==> config.mk <==
export PLATFORM = sky130hd
export DESIGN_NAME = motion_intensity_gesture_classifier
export DESIGN_NICKNAME = d
export VERILOG_FILES = /design/src/hdl/migc_pkg.sv /design/src/hdl/migc_ctrl.sv /design/src/hdl/migc_dp.sv /design/src/hdl/motion_intensity_gesture_classifier.sv
export SDC_FILE = /design/constraint.sdc
export NUM_CORES = 2
export LEC_CHECK = 0
export BUFFER_PORTS_ARGS = -buffer_cell sky130_fd_sc_hd__buf_2
export CAP_MARGIN = 5
export CELL_PAD_IN_SITES_DETAIL_PLACEMENT = 0
export CELL_PAD_IN_SITES_GLOBAL_PLACEMENT = 1
export CORE_ASPECT_RATIO = 2
export CORE_MARGIN = 2
export CORE_UTILIZATION = 40
export CTS_BUF_LIST = sky130_fd_sc_hd__clkbuf_8 sky130_fd_sc_hd__clkbuf_16
export CTS_CLUSTER_DIAMETER = 30
export DETAILED_ROUTE_END_ITERATION = 12
export PLACE_DENSITY_LB_ADDON = 0.1
export SYNTH_ARGS = -nofsm -noshare
export SYNTH_HDL_FRONTEND = slang
export SYNTH_SLANG_ARGS = --single-unit
export TNS_END_PERCENT = 20
==> constraint.sdc <==
create_clock -name clk_i -period 12.33 [get_ports clk_i]
set_clock_uncertainty 0.1 [all_clocks]
set_input_delay 1.8495 -clock clk_i [delete_from_list [all_inputs] [get_ports clk_i]]
set_output_delay 1.8495 -clock clk_i [all_outputs]
set_load 0.02 [all_outputs]
==> src/hdl/migc_pkg.sv <==
// ----------------------------------------------------------------------------
// migc_pkg
// Shared types and constants for the motion intensity gesture classifier.
// ----------------------------------------------------------------------------
package migc_pkg;

  // Ring and sample geometry
  localparam int Depth      = 32;
  localparam int SampleBits = 10;
  localparam int AddrW      = $clog2(Depth);
  localparam int CntW       = $clog2(Depth + 1);
  localparam int SampleW    = 3 * SampleBits;
  localparam int InDataW    = ((SampleW + 7) / 8) * 8;

  // Square root: radicand is the squared distance in Q.16
  localparam int RadW  = 2 * SampleBits + 2 + 16;
  localparam int RootW = RadW / 2;
  localparam int RemW  = RootW + 3;

  // Sum of up to Depth-1 roots and its restoring division
  localparam int SumW  = RootW + AddrW;
  localparam int StepW = $clog2(SumW);

  // Result field widths
  localparam int ClassW   = 2;
  localparam int ThreshW  = 19;
  localparam int ConfW    = 7;
  localparam int HeldW    = 6;
  localparam int OutRawW  = ClassW + ThreshW + ConfW + HeldW;
  localparam int OutDataW = ((OutRawW + 7) / 8) * 8;

  localparam int MinSamples = 3;

  // Confidence per class, percent
  localparam logic [ConfW-1:0] ConfNone  = 7'd0;
  localparam logic [ConfW-1:0] ConfIdle  = 7'd90;
  localparam logic [ConfW-1:0] ConfPoint = 7'd60;
  localparam logic [ConfW-1:0] ConfSwing = 7'd80;

  // Configuration registers
  localparam int                 ApbAddrW   = 3;
  localparam logic               RegSwing   = 1'b0;
  localparam logic               RegPoint   = 1'b1;
  localparam logic [ThreshW-1:0] SwingReset = 19'd205;
  localparam logic [ThreshW-1:0] PointReset = 19'd77;

  typedef enum logic [ClassW-1:0] {
    GC_NONE  = 2'd0,
    GC_IDLE  = 2'd1,
    GC_POINT = 2'd2,
    GC_SWING = 2'd3
  } gesture_e;

  typedef enum logic [2:0] {
    ST_IDLE,
    ST_CHECK,
    ST_READ,
    ST_SQUARE,
    ST_ROOT,
    ST_ACCUM,
    ST_DIV_LOAD,
    ST_DIVIDE
  } ctrl_state_e;

  typedef struct packed {
    logic accept;    // write sample, start a new walk
    logic rd;        // read the next older sample
    logic sq_load;   // form squared distance, seed root unit
    logic sq_step;   // one root bit
    logic acc;       // add root to running sum
    logic div_load;  // seed divider
    logic div_step;  // one quotient bit
    logic out_load;  // capture result into output register
  } dp_cmd_t;

  typedef struct packed {
    logic min_ok;     // enough samples to classify
    logic pairs_done;
    logic step_last;
    logic out_free;
  } dp_stat_t;

endpackage

==> src/hdl/migc_ctrl.sv <==
// ----------------------------------------------------------------------------
// migc_ctrl
// Sequencer: walks sample pairs through square root, then divides the sum.
// ----------------------------------------------------------------------------
module migc_ctrl (
  input  logic              clk_i,
  input  logic              rst_ni,
  input  logic              in_valid_i,
  output logic              in_ready_o,
  input  migc_pkg::dp_stat_t stat_i,
  output migc_pkg::dp_cmd_t  cmd_o
);

  migc_pkg::ctrl_state_e state_q, state_d;
  logic                  done_q, done_d;  // result waiting for the output register

  always_ff @(posedge clk_i or negedge rst_ni) begin
    if (!rst_ni) begin
      state_q <= migc_pkg::ST_IDLE;
      done_q  <= 1'b0;
    end else begin
      state_q <= state_d;
      done_q  <= done_d;
    end
  end

  always_comb begin
    state_d    = state_q;
    done_d     = done_q;
    cmd_o      = '0;
    in_ready_o = 1'b0;
    case (state_q)
      migc_pkg::ST_IDLE: begin
        if (done_q) begin
          if (stat_i.out_free) begin
            cmd_o.out_load = 1'b1;
            done_d         = 1'b0;
          end
        end else begin
          in_ready_o   = 1'b1;
          cmd_o.accept = in_valid_i;
          if (in_valid_i) begin
            state_d = migc_pkg::ST_CHECK;
          end
        end
      end
      migc_pkg::ST_CHECK: begin
        if (stat_i.min_ok) begin
          state_d = migc_pkg::ST_READ;
        end else begin
          done_d  = 1'b1;
          state_d = migc_pkg::ST_IDLE;
        end
      end
      migc_pkg::ST_READ: begin
        cmd_o.rd = 1'b1;
        state_d  = migc_pkg::ST_SQUARE;
      end
      migc_pkg::ST_SQUARE: begin
        cmd_o.sq_load = 1'b1;
        state_d       = migc_pkg::ST_ROOT;
      end
      migc_pkg::ST_ROOT: begin
        cmd_o.sq_step = 1'b1;
        if (stat_i.step_last) begin
          state_d = migc_pkg::ST_ACCUM;
        end
      end
      migc_pkg::ST_ACCUM: begin
        cmd_o.acc = 1'b1;
        state_d   = stat_i.pairs_done ? migc_pkg::ST_DIV_LOAD : migc_pkg::ST_READ;
      end
      migc_pkg::ST_DIV_LOAD: begin
        cmd_o.div_load = 1'b1;
        state_d        = migc_pkg::ST_DIVIDE;
      end
      migc_pkg::ST_DIVIDE: begin
        cmd_o.div_step = 1'b1;
        if (stat_i.step_last) begin
          done_d  = 1'b1;
          state_d = migc_pkg::ST_IDLE;
        end
      end
      default: begin
        state_d = migc_pkg::ST_IDLE;
        done_d  = 1'b0;
      end
    endcase
  end

endmodule

==> src/hdl/migc_dp.sv <==
// ----------------------------------------------------------------------------
// migc_dp
// Datapath: sample ring, bit-serial square root, running sum, bit-serial
// divider, classifier and output register.
// ----------------------------------------------------------------------------
module migc_dp (
  input  logic                              clk_i,
  input  logic                              rst_ni,
  input  migc_pkg::dp_cmd_t                 cmd_i,
  output migc_pkg::dp_stat_t                stat_o,
  input  logic [migc_pkg::InDataW-1:0]      in_data_i,
  input  logic [migc_pkg::ThreshW-1:0]      swing_thr_i,
  input  logic [migc_pkg::ThreshW-1:0]      point_thr_i,
  output logic                              out_valid_o,
  input  logic                              out_ready_i,
  output logic [migc_pkg::OutDataW-1:0]     out_data_o
);

  localparam int SB = migc_pkg::SampleBits;

  // Ring
  logic [migc_pkg::SampleW-1:0] sample_mem [migc_pkg::Depth];
  logic [migc_pkg::SampleW-1:0] rdata_q, cur_q;
  logic [migc_pkg::AddrW-1:0]   wp_q, rd_addr_q;
  logic [migc_pkg::CntW-1:0]    count_q, count_d, pairs_q;

  // Root, sum, divide
  logic [migc_pkg::RadW-1:0]    rad_q;
  logic [migc_pkg::RootW-1:0]   root_q;
  logic [migc_pkg::RemW-1:0]    sq_rem_q;
  logic [migc_pkg::SumW-1:0]    total_q, quot_q;
  logic [migc_pkg::AddrW-1:0]   divisor_q, div_rem_q;
  logic [migc_pkg::StepW-1:0]   step_q;

  // Output
  logic                          out_valid_q;
  logic [migc_pkg::OutDataW-1:0] out_data_q;

  logic [migc_pkg::SampleW-1:0] sample_in;
  logic [SB:0]                  dx, dy, dz;
  logic [2*SB+1:0]              d2;
  logic [migc_pkg::RemW-1:0]    sq_rem_ext, sq_trial;
  logic                         sq_bit;
  logic [migc_pkg::AddrW:0]     div_rem_ext;
  logic                         div_bit;
  logic [migc_pkg::ThreshW-1:0] intensity;
  migc_pkg::gesture_e           gclass;
  logic [migc_pkg::ConfW-1:0]   conf;

  function automatic logic [SB:0] abs_diff(input logic [SB-1:0] a, input logic [SB-1:0] b);
    abs_diff = (a >= b) ? {1'b0, a - b} : {1'b0, b - a};
  endfunction

  assign sample_in = in_data_i[migc_pkg::SampleW-1:0];
  assign count_d   = (count_q == migc_pkg::CntW'(migc_pkg::Depth)) ? count_q
                                                                     : count_q + 1'b1;

  // Squared distance between the newer sample (cur_q) and the older one read
  assign dx = abs_diff(cur_q[SB-1:0],      rdata_q[SB-1:0]);
  assign dy = abs_diff(cur_q[2*SB-1:SB],   rdata_q[2*SB-1:SB]);
  assign dz = abs_diff(cur_q[3*SB-1:2*SB], rdata_q[3*SB-1:2*SB]);
  assign d2 = (2*SB+2)'(dx * dx) + (2*SB+2)'(dy * dy) + (2*SB+2)'(dz * dz);

  // Digit-by-digit root: two radicand bits in, one root bit out
  assign sq_rem_ext = {sq_rem_q[migc_pkg::RemW-3:0], rad_q[migc_pkg::RadW-1 -: 2]};
  assign sq_trial   = {1'b0, root_q, 2'b01};
  assign sq_bit     = (sq_rem_ext >= sq_trial);

  // Restoring division of the sum
  assign div_rem_ext = {div_rem_q, quot_q[migc_pkg::SumW-1]};
  assign div_bit     = (div_rem_ext >= {1'b0, divisor_q});

  assign intensity = quot_q[migc_pkg::ThreshW-1:0];

  always_comb begin
    if (count_q < migc_pkg::CntW'(migc_pkg::MinSamples)) begin
      gclass = migc_pkg::GC_NONE;
      conf   = migc_pkg::ConfNone;
    end else if (intensity > swing_thr_i) begin
      gclass = migc_pkg::GC_SWING;
      conf   = migc_pkg::ConfSwing;
    end else if (intensity > point_thr_i) begin
      gclass = migc_pkg::GC_POINT;
      conf   = migc_pkg::ConfPoint;
    end else begin
      gclass = migc_pkg::GC_IDLE;
      conf   = migc_pkg::ConfIdle;
    end
  end

  always_ff @(posedge clk_i) begin
    if (cmd_i.accept) begin
      sample_mem[wp_q] <= sample_in;
    end
    if (cmd_i.rd) begin
      rdata_q <= sample_mem[rd_addr_q];
    end
  end

  always_ff @(posedge clk_i or negedge rst_ni) begin
    if (!rst_ni) begin
      wp_q    <= '0;
      count_q <= '0;
    end else if (cmd_i.accept) begin
      wp_q    <= (wp_q == migc_pkg::AddrW'(migc_pkg::Depth - 1)) ? '0 : wp_q + 1'b1;
      count_q <= count_d;
    end
  end

  // Walk and arithmetic registers, all seeded by commands
  always_ff @(posedge clk_i) begin
    if (cmd_i.accept) begin
      cur_q     <= sample_in;
      rd_addr_q <= (wp_q == '0) ? migc_pkg::AddrW'(migc_pkg::Depth - 1) : wp_q - 1'b1;
      pairs_q   <= count_d - 1'b1;
      total_q   <= '0;
      quot_q    <= '0;
    end
    if (cmd_i.sq_load) begin
      cur_q     <= rdata_q;
      rd_addr_q <= (rd_addr_q == '0) ? migc_pkg::AddrW'(migc_pkg::Depth - 1)
                                     : rd_addr_q - 1'b1;
      pairs_q   <= pairs_q - 1'b1;
      rad_q     <= {d2, 16'd0};
      root_q    <= '0;
      sq_rem_q  <= '0;
      step_q    <= migc_pkg::StepW'(migc_pkg::RootW - 1);
    end
    if (cmd_i.sq_step) begin
      rad_q    <= {rad_q[migc_pkg::RadW-3:0], 2'b00};
      root_q   <= {root_q[migc_pkg::RootW-2:0], sq_bit};
      sq_rem_q <= sq_bit ? sq_rem_ext - sq_trial : sq_rem_ext;
      step_q   <= step_q - 1'b1;
    end
    if (cmd_i.acc) begin
      total_q <= total_q + migc_pkg::SumW'(root_q);
    end
    if (cmd_i.div_load) begin
      quot_q    <= total_q;
      divisor_q <= migc_pkg::AddrW'(count_q - 1'b1);
      div_rem_q <= '0;
      step_q    <= migc_pkg::StepW'(migc_pkg::SumW - 1);
    end
    if (cmd_i.div_step) begin
      quot_q    <= {quot_q[migc_pkg::SumW-2:0], div_bit};
      div_rem_q <= div_bit ? migc_pkg::AddrW'(div_rem_ext - {1'b0, divisor_q})
                           : div_rem_ext[migc_pkg::AddrW-1:0];
      step_q    <= step_q - 1'b1;
    end
    if (cmd_i.out_load) begin
      out_data_q <= migc_pkg::OutDataW'({migc_pkg::HeldW'(count_q), conf, intensity,
                                         gclass});
    end
  end

  always_ff @(posedge clk_i or negedge rst_ni) begin
    if (!rst_ni) begin
      out_valid_q <= 1'b0;
    end else if (cmd_i.out_load) begin
      out_valid_q <= 1'b1;
    end else if (out_ready_i) begin
      out_valid_q <= 1'b0;
    end
  end

  assign stat_o.min_ok     = (count_q >= migc_pkg::CntW'(migc_pkg::MinSamples));
  assign stat_o.pairs_done = (pairs_q == '0);
  assign stat_o.step_last  = (step_q == '0);
  assign stat_o.out_free   = !out_valid_q || out_ready_i;

  assign out_valid_o = out_valid_q;
  assign out_data_o  = out_data_q;

  a_count_bound: assert property (@(posedge clk_i) disable iff (!rst_ni)
    count_q <= migc_pkg::CntW'(migc_pkg::Depth))
    else $error("sample count above ring depth");

  a_div_nonzero: assert property (@(posedge clk_i) disable iff (!rst_ni)
    cmd_i.div_step |-> divisor_q != '0)
    else $error("division by zero");

  a_intensity_fits: assert property (@(posedge clk_i) disable iff (!rst_ni)
    (cmd_i.out_load && stat_o.min_ok) |-> quot_q[migc_pkg::SumW-1:migc_pkg::ThreshW] == '0)
    else $error("mean magnitude exceeds intensity field");

  a_no_overwrite: assert property (@(posedge clk_i) disable iff (!rst_ni)
    cmd_i.out_load |-> stat_o.out_free)
    else $error("result loaded over an untaken result");

endmodule

==> src/hdl/motion_intensity_gesture_classifier.sv <==
// ----------------------------------------------------------------------------
// motion_intensity_gesture_classifier
// Accelerometer motion intensity and gesture class over a ring of samples.
// ----------------------------------------------------------------------------
// Each accepted sample is stored in a 32-entry ring, then the held samples are
// walked pair by pair from newest to oldest. Each pair takes a ring read, the
// squared distance, the bit-serial square root and an add to the running sum.
// The sum is then divided by (samples - 1) in a bit-serial divider. While fewer
// than three samples are held, the walk and the divide are skipped. No new sample
// is taken during a walk. The result sits in an output register, so the next
// sample is taken while it waits.
module motion_intensity_gesture_classifier (
  input  logic                               clk_i,
  input  logic                               rst_ni,
  // input stream
  input  logic                               s_axis_tvalid,
  output logic                               s_axis_tready,
  input  logic [migc_pkg::InDataW-1:0]       s_axis_tdata,  // accel_x, accel_y, accel_z
  // result stream
  output logic                               m_axis_tvalid,
  input  logic                               m_axis_tready,
  output logic [migc_pkg::OutDataW-1:0]      m_axis_tdata,  // gesture_class, intensity,
                                                            // confidence_pct, samples_held
  // configuration
  input  logic                               psel,
  input  logic                               penable,
  input  logic                               pwrite,
  input  logic [migc_pkg::ApbAddrW-1:0]      paddr,
  input  logic [31:0]                        pwdata,
  output logic [31:0]                        prdata,
  output logic                               pready
);

  logic [migc_pkg::ThreshW-1:0] swing_thr_q, point_thr_q;
  logic                         cfg_wr;
  logic                         reg_sel;
  migc_pkg::dp_cmd_t            cmd;
  migc_pkg::dp_stat_t           stat;

  assign pready  = 1'b1;
  assign cfg_wr  = psel && penable && pwrite;
  assign reg_sel = paddr[2];

  always_ff @(posedge clk_i or negedge rst_ni) begin
    if (!rst_ni) begin
      swing_thr_q <= migc_pkg::SwingReset;
      point_thr_q <= migc_pkg::PointReset;
    end else if (cfg_wr) begin
      if (reg_sel == migc_pkg::RegSwing) begin
        swing_thr_q <= pwdata[migc_pkg::ThreshW-1:0];
      end else begin
        point_thr_q <= pwdata[migc_pkg::ThreshW-1:0];
      end
    end
  end

  assign prdata = (reg_sel == migc_pkg::RegPoint) ? 32'(point_thr_q) : 32'(swing_thr_q);

  migc_ctrl u_ctrl (
    .clk_i      (clk_i),
    .rst_ni     (rst_ni),
    .in_valid_i (s_axis_tvalid),
    .in_ready_o (s_axis_tready),
    .stat_i     (stat),
    .cmd_o      (cmd)
  );

  migc_dp u_dp (
    .clk_i       (clk_i),
    .rst_ni      (rst_ni),
    .cmd_i       (cmd),
    .stat_o      (stat),
    .in_data_i   (s_axis_tdata),
    .swing_thr_i (swing_thr_q),
    .point_thr_i (point_thr_q),
    .out_valid_o (m_axis_tvalid),
    .out_ready_i (m_axis_tready),
    .out_data_o  (m_axis_tdata)
  );

endmodule

# Word-level counts from Yosys, hierarchy flattened

Memory sizes are Yosys's and may differ from the RTL's. A register that Yosys moved wholly into a read port is not among the register bits.
Cells that the tools add are included.

Bits in registers: 253
Word-level logic and storage cells: 156
Latch bits: 0
Memories kept: 1
Bits in read-only memories: 0
Memory bits (writable): 960

Multiplexer cells: 65
Bitwise gates (word level): 1
Multiply operators: 3
Shifts and indexed selects: 0
Equality and inequality tests: 14
Reduce and logical (&&, ||, !) cells: 22
Divide/modulo/power cells: 0
Magnitude comparators: 9
$add $sub $neg: 19

Memory list:

| name            | depth | bits a word | read ports | clocked after Yosys merged registers in | write ports | line          | RTL |
|---|---|---|---|---|---|---|---|
| u_dp.sample_mem | 32    | 30          | 1          | 1                                       | 1           | migc_dp.sv:22 | `logic [migc_pkg::SampleW-1:0] sample_mem [migc_pkg::Depth];` |

Operators with widths:

| kind                                                                | count |
|---|---|
| 24-bit two-way mux                                                  | 4 |
| 38-bit two-way mux                                                  | 2 |
| 11-bit by 11-bit multiplier with 22-bit output                      | 3 |
| 20-bit two-way mux                                                  | 3 |
| 30-bit two-way mux                                                  | 2 |
| 5-bit two-way mux                                                   | 12 |
| 10-bit subtractor                                                   | 6 |
| 19-bit two-way mux                                                  | 3 |
| 22-bit adder                                                        | 2 |
| 19-bit > comparator                                                 | 2 |
| 10-bit greater-or-equal comparator                                  | 3 |
| 10-bit two-way mux                                                  | 3 |
| 24-bit by 19-bit adder with 24-bit output                           | 1 |
| 3-bit case mux with 8 select lines                                  | 1 |
| 22-bit by 21-bit greater-or-equal comparator with 1-bit output      | 1 |
| 1-bit two-way mux                                                   | 21 |
| 20-bit subtractor                                                   | 1 |
| 5-bit by 1-bit subtractor with 5-bit output (second input constant) | 4 |
| 6-bit two-way mux                                                   | 3 |
| 5-bit zero test                                                     | 3 |
| 3-bit two-way mux                                                   | 5 |
| 7-bit two-way mux                                                   | 2 |
| 3-bit == test (second input constant)                               | 4 |
| 6-bit by 1-bit subtractor with 6-bit output (second input constant) | 2 |
| other kinds (26)                                                    | 40 |

# Longest topological paths before layout

Word-level depth: 7
Gate-level depth with buffers: 37

# Modules after synthesis

Synthesis repeated with hierarchy kept, for this count alone.

Cell total of the unflattened synthesis: 3887
Area total of the unflattened synthesis: 62253.5 sq um

By module, submodules not included:

| module                              | seq. area each (sq um) | instances | area an instance (sq um) | cells each |
|---|---|---|---|---|
| migc_dp                             | 35914.4                | 1         | 60101.4                  | 3735 |
| motion_intensity_gesture_classifier | 962.2                  | 1         | 1830.5                   | 118 |
| migc_ctrl                           | 100.1                  | 1         | 321.6                    | 34 |

# Worst setup path before layout

OpenSTA, ideal clock, no wires.

Path kind: register -> register
Start point: reg u_dp.cur_q[20] in the netlist's numbering
End point: reg u_dp.rad_q[35] in the netlist's numbering (data pin)
Required time: 11.959 ns
Arrival time: 8.397 ns
Slack: 3.563 ns
Stages on the path, launching flop included: 35
Buffers on the path: 1
Cells stage by stage: edfxtp_1 -> inv_1 -> ha_1 -> inv_1 -> fa_1 -> a211oi_2 -> nor2_1 -> o311a_1 -> o21ai_2 -> nand2_1 -> mux2i_1 -> xnor2_1 -> clkbuf_1 -> nor2_1 -> fa_1 -> inv_1 -> fa_1 -> inv_1 -> fa_1 -> fa_1 -> fa_1 -> fa_1 -> fa_1 -> inv_1 -> fa_1 -> inv_1 -> ha_1 -> a21o_1 -> a21o_1 -> a21oi_1 -> o2111a_1 -> nor2_1 -> a31oi_1 -> xor2_1 -> a21oi_1

Word-level cells in the longest chain between the ends: 6
Elaborated cells between the ends (all ways): 8
Those cells by class: add/sub: 3; mul: 1; order compare: 1; mux: 3

RTL lines:

| element                                                                        | line           | RTL |
|---|---|---|
| from (decl)                                                                    | migc_dp.sv:23  | `logic [migc_pkg::SampleW-1:0] rdata_q, cur_q;` |
| from (signal assigned)                                                         | migc_dp.sv:113 | `cur_q <= sample_in;` |
| from (signal assigned)                                                         | migc_dp.sv:120 | `cur_q <= rdata_q;` |
| 10-bit subtractor / 10-bit greater-or-equal comparator (equally long branches) | migc_dp.sv:51  | `abs_diff = (a >= b) ? {1'b0, a - b} : {1'b0, b - a};` |
| 10-bit two-way mux *                                                           | migc_dp.sv:51  |  |
| 11-bit by 11-bit multiplier with 22-bit output *                               | migc_dp.sv:62  | `assign d2 = (2*SB+2)'(dx * dx) + (2*SB+2)'(dy * dy) + (2*SB+2)'(dz * dz);` |
| 22-bit adder *                                                                 | migc_dp.sv:62  |  |
| 38-bit two-way mux *                                                           | migc_dp.sv:119 | `if (cmd_i.sq_load) begin` |
| 38-bit two-way mux *                                                           | migc_dp.sv:129 | `if (cmd_i.sq_step) begin` |
| to (signal assigned)                                                           | migc_dp.sv:124 | `rad_q <= {d2, 16'd0};` |
| to (signal assigned)                                                           | migc_dp.sv:130 | `rad_q <= {rad_q[migc_pkg::RadW-3:0], 2'b00};` |
| to (decl)                                                                      | migc_dp.sv:28  | `logic [migc_pkg::RadW-1:0] rad_q;` |

Mark *: on every way between the ends. The rest lies on a longest branch, timed or not. The select of a mux whose other input is x is not followed.
A chain may end at the register's enable or synchronous reset.

# Final worst setup path

Start point: reg u_dp.cur_q[10] in the netlist's numbering
End point: reg u_dp.rad_q[35] in the netlist's numbering (data pin)

Word-level cells in the longest chain between the ends: 7
Elaborated cells between the ends (all ways): 9
Those cells by class: add/sub: 4; mul: 1; order compare: 1; mux: 3

RTL lines:

| element                                                                        | line |
|---|---|
| 10-bit subtractor / 10-bit greater-or-equal comparator (equally long branches) | migc_dp.sv:51 |
| 10-bit two-way mux *                                                           | migc_dp.sv:51 |
| 11-bit by 11-bit multiplier with 22-bit output *                               | migc_dp.sv:62 |
| 22-bit adder * (2 in a row)                                                    | migc_dp.sv:62 |
| 38-bit two-way mux *                                                           | migc_dp.sv:119 |
| 38-bit two-way mux *                                                           | migc_dp.sv:129 |

Marks and branches as above.

==> results summary <==
The flow ran to the end, and the final reports show no timing, DRC or antenna violations. Clock tree synthesis selected as its root buffer the cell clkbuf_16. The cell area that synthesis handed to floorplanning was 62,400 sq um.

The total clock sinks is 1,240. The unique cell type count in the Yosys netlist came out at 86. The average cell area after synthesis is 15.5 sq um.

The boundary pin count came out at 149. The most repeated library cell on the critical path is fa_1. The maximum clock frequency is 0.101 GHz. The share of synthesized area occupied by flip-flops and latches is 59.2%. For this run, the leading register cell type out of synthesis is edfxtp_1. For this run, the total global-route usage over all layers was measured as 20.0%. The shortest period the worst path allows is 9.86 ns.

The clock tree synthesis step divided the H-tree into 4 levels. The number of max-slew violations in the final report was 0. The HPWL after detailed placement is 98,700 um. The share of the cycle needed by the critical path after routing is 80.0%.

The critical path arrival came out at 10.21 ns. The worst slew margin relative to its limit is 27.4%. The clock passes through at most 4 buffers. The area growth from synthesis to layout is 15.0%. The initial antenna violation count came out at 18. The cell count after synthesis came out at 4,032.

The worst-path maximum fanout is 10. Tracing the worst setup path back leads to its startpoint at u_dp.cur_q[10]. For the worst-skew pair, the clock arrives at the later sink with an insertion delay of 0.80 ns. TritonCTS built the clock tree.

For the pin with the worst max-slew slack, the measured transition is 1.09 ns. The count of standard-cell rows is 205. The pin count of the biggest net entering global routing came out at 64. By startpoint and endpoint, the worst setup path is classified as reg -> reg. The worst min-delay path category is reg -> reg. The count of input and output buffers came out at 110. The die footprint came out at 159,000 sq um.

TritonCTS created 183 clock buffers. After routing, the total negative slack on setup checks comes to 0 ns. The die extent in x is 283 um. Setup repair after global routing left no endpoint under its margin.

The via count of the first global-routing pass is 35,774. The number of setup buffers added after CTS is 0. The total number of vias came out at 34,177. The routed design has 159,000 um of wire.

The critical-path cell with the highest stage delay is xor2_1. The number of nets with antenna violations after routing is 0. The Yosys warning count is 0.

The overflow left after global routing came out at 0. The proportion of layout cells with a drive suffix above 1 came out at 22.2%. The count of endpoints failing setup in the final report came out at 0. On the worst path, the slowest cell contributes a delay of 0.77 ns. The worst register-to-register path begins at u_dp.cur_q[10]. The per-cell routed wire length is 24.6 um.

The count of routing violations after the opening detailed-route iteration is 2,390. The height of the die came out at 563 um. The remaining routing DRC violations is 0. The post-synthesis async set-or-reset flop share is 4.35%. After floorplanning, the core was sized to cover 155,000 sq um. The first global-routing pass estimated 235,000 um of wire. In this run, synthesis produced a sequential element count of 1,240. In this run the most critical hold path is launched from swing_thr_q[18]. For this configuration, the core starts out at a cell density of 40.2%. The count of flip-flops with a built-in enable after synthesis is 1,186. The clock-pin slew of the registers on the worst-case setup and hold paths came out at 0.05 ns.

The tool flagged a number of max-cap violations equal to 0. The number of hold violations in the final report came out at 0. The number of iterations in the first detailed-routing pass came out at 7. The post-detailed-route via-to-cell ratio came out at 5.29.

The routability-driven placement congestion ratio is 0.799. At the worst endpoint, the required time is 12.68 ns. The cts-stage hold buffer count is 0.

STA classifies the critical path endpoint as a flop. The fill cell instance count of the final layout is 13,851. STA classifies the critical path startpoint as a flop. The number of gates resized after cts came out at 0. The net count of the finished layout is 4,819.
[worst max-delay path, delay by kind of cell, from the launching register on]
| kind | cells | cell delay [ns] |
|---|---|---|
| muxes | 1 | 0.45 |
| AOI/OAI and AO/OA | 10 | 2.15 |
| DFF | 1 | 0.39 |
| adders and majority gates | 11 | 4.83 |
| xor gates and xnor gates | 2 | 0.94 |
| buffers and inverters | 6 | 0.34 |
| and+or+nand+nor | 2 | 0.32 |
[cell type report]
type                    count  area, sq um  area share [%]
diodes                      4         10.0          0.0139
clock buffers             185         4630            6.45
repair buffers            190         1150            1.60
inverters                 468         1760            2.45
well taps                2070         2590            3.61
flip-flops and latches   1240        37000            51.5
multi-input cells        2164        23200            32.3
clock inverters           143         1460            2.04
[Yosys cell counts (24+ instances only)]
library cell / instances / area (sq um)
edfxtp_1: 1186 / 35600
inv_1: 464 / 1740
mux4_2: 300 / 6760
nor2_1: 292 / 1100
ha_1: 274 / 3430
fa_1: 224 / 4480
nand2_1: 159 / 597
o21ai_0: 125 / 626
a21oi_1: 111 / 556
clkbuf_1: 103 / 387
mux2_2: 71 / 800
xnor2_1: 58 / 508
a21o_1: 53 / 398
dfrtp_1: 45 / 1130
xor2_1: 40 / 350
nor3_1: 37 / 185
nand2b_1: 36 / 225
mux2i_1: 34 / 340
buf_4: 27 / 203
nor2b_1: 24 / 150
[through the flow]
step	std cells	hold slack, ns	cell area, sq um	setup WS, ns	util [%]
detailed placement	6132	0.394	65700	2.42	42.3
global route	6461	0.412	71800	1.91	46.2
finish	6464	0.404	71800	2.47	46.2
floorplan	4051	0.323	62500	3.56	-
global placement	6132	0.387	65700	2.43	42.3
CTS	6460	0.405	71800	2.35	46.2
[flip-flops by register name, indices dropped and copies added (netlist names), 6 cells and up]
name,flops
point_thr_q,19
u_dp.rad_q,22
u_dp.sq_rem_q,20
u_dp.total_q,24
swing_thr_q,19
u_dp.out_data_o,31
u_dp.pairs_q,6
u_dp.cur_q,30
u_dp.rdata_q,30
u_dp.count_q,6
u_dp.quot_q,24
u_dp.root_q,19
u_dp.sample_mem,960
[cells by family after synthesis]
kind of cell | count (synthesis) | synth area share, %
compound gates | 443 | 4.54
xor+xnor | 103 | 1.51
fa+ha+maj | 499 | 12.7
buf+inv | 647 | 4.18
flops | 1240 | 59.2
mux | 409 | 12.8
other cells | 2 | 0.0120
simple gates | 689 | 5.08
[placed cells by master (no fill, tap or decap), types with 71 or more instances in the layout]
| cell type | instances |
|---|---|
| a21oi_1 | 111 |
| nand2_1 | 156 |
| mux2_2 | 71 |
| clkbuf_16 | 185 |
| nor2_1 | 260 |
| inv_1 | 480 |
| edfxtp_1 | 1186 |
| fa_1 | 224 |
| o21ai_0 | 125 |
| ha_1 | 274 |
| buf_4 | 80 |
| buf_2 | 110 |
| mux4_2 | 300 |
[per-layer routing]
metal / up-vias / share of wire (%) / global-route usage, %
met1: 17853 / 43 / 26.9
met2: 762 / 50 / 34.2
met5: - / 0.066 / 0
met4: 16 / 2.3 / 5.07
li1: 15308 / - / -
met3: 238 / 4.5 / 2.79
[path summary, 6_finish.rpt]
check	cells past startpoint	slack [ns]	to
setup / recovery	32	2.47	u_dp.rad_q[35]
hold / removal	1	0.40	swing_thr_q[18]
setup reg to reg	32	2.47	u_dp.rad_q[35]
hold reg to reg	1	0.40	swing_thr_q[18]
max in group asynchronous	2	10.35	u_dp.wp_q[0]
min in group asynchronous	2	1.20	swing_thr_q[9]
Power is not shown: default switching activity piles up to over one toggle a cycle in this logic, so the estimate is an artifact.
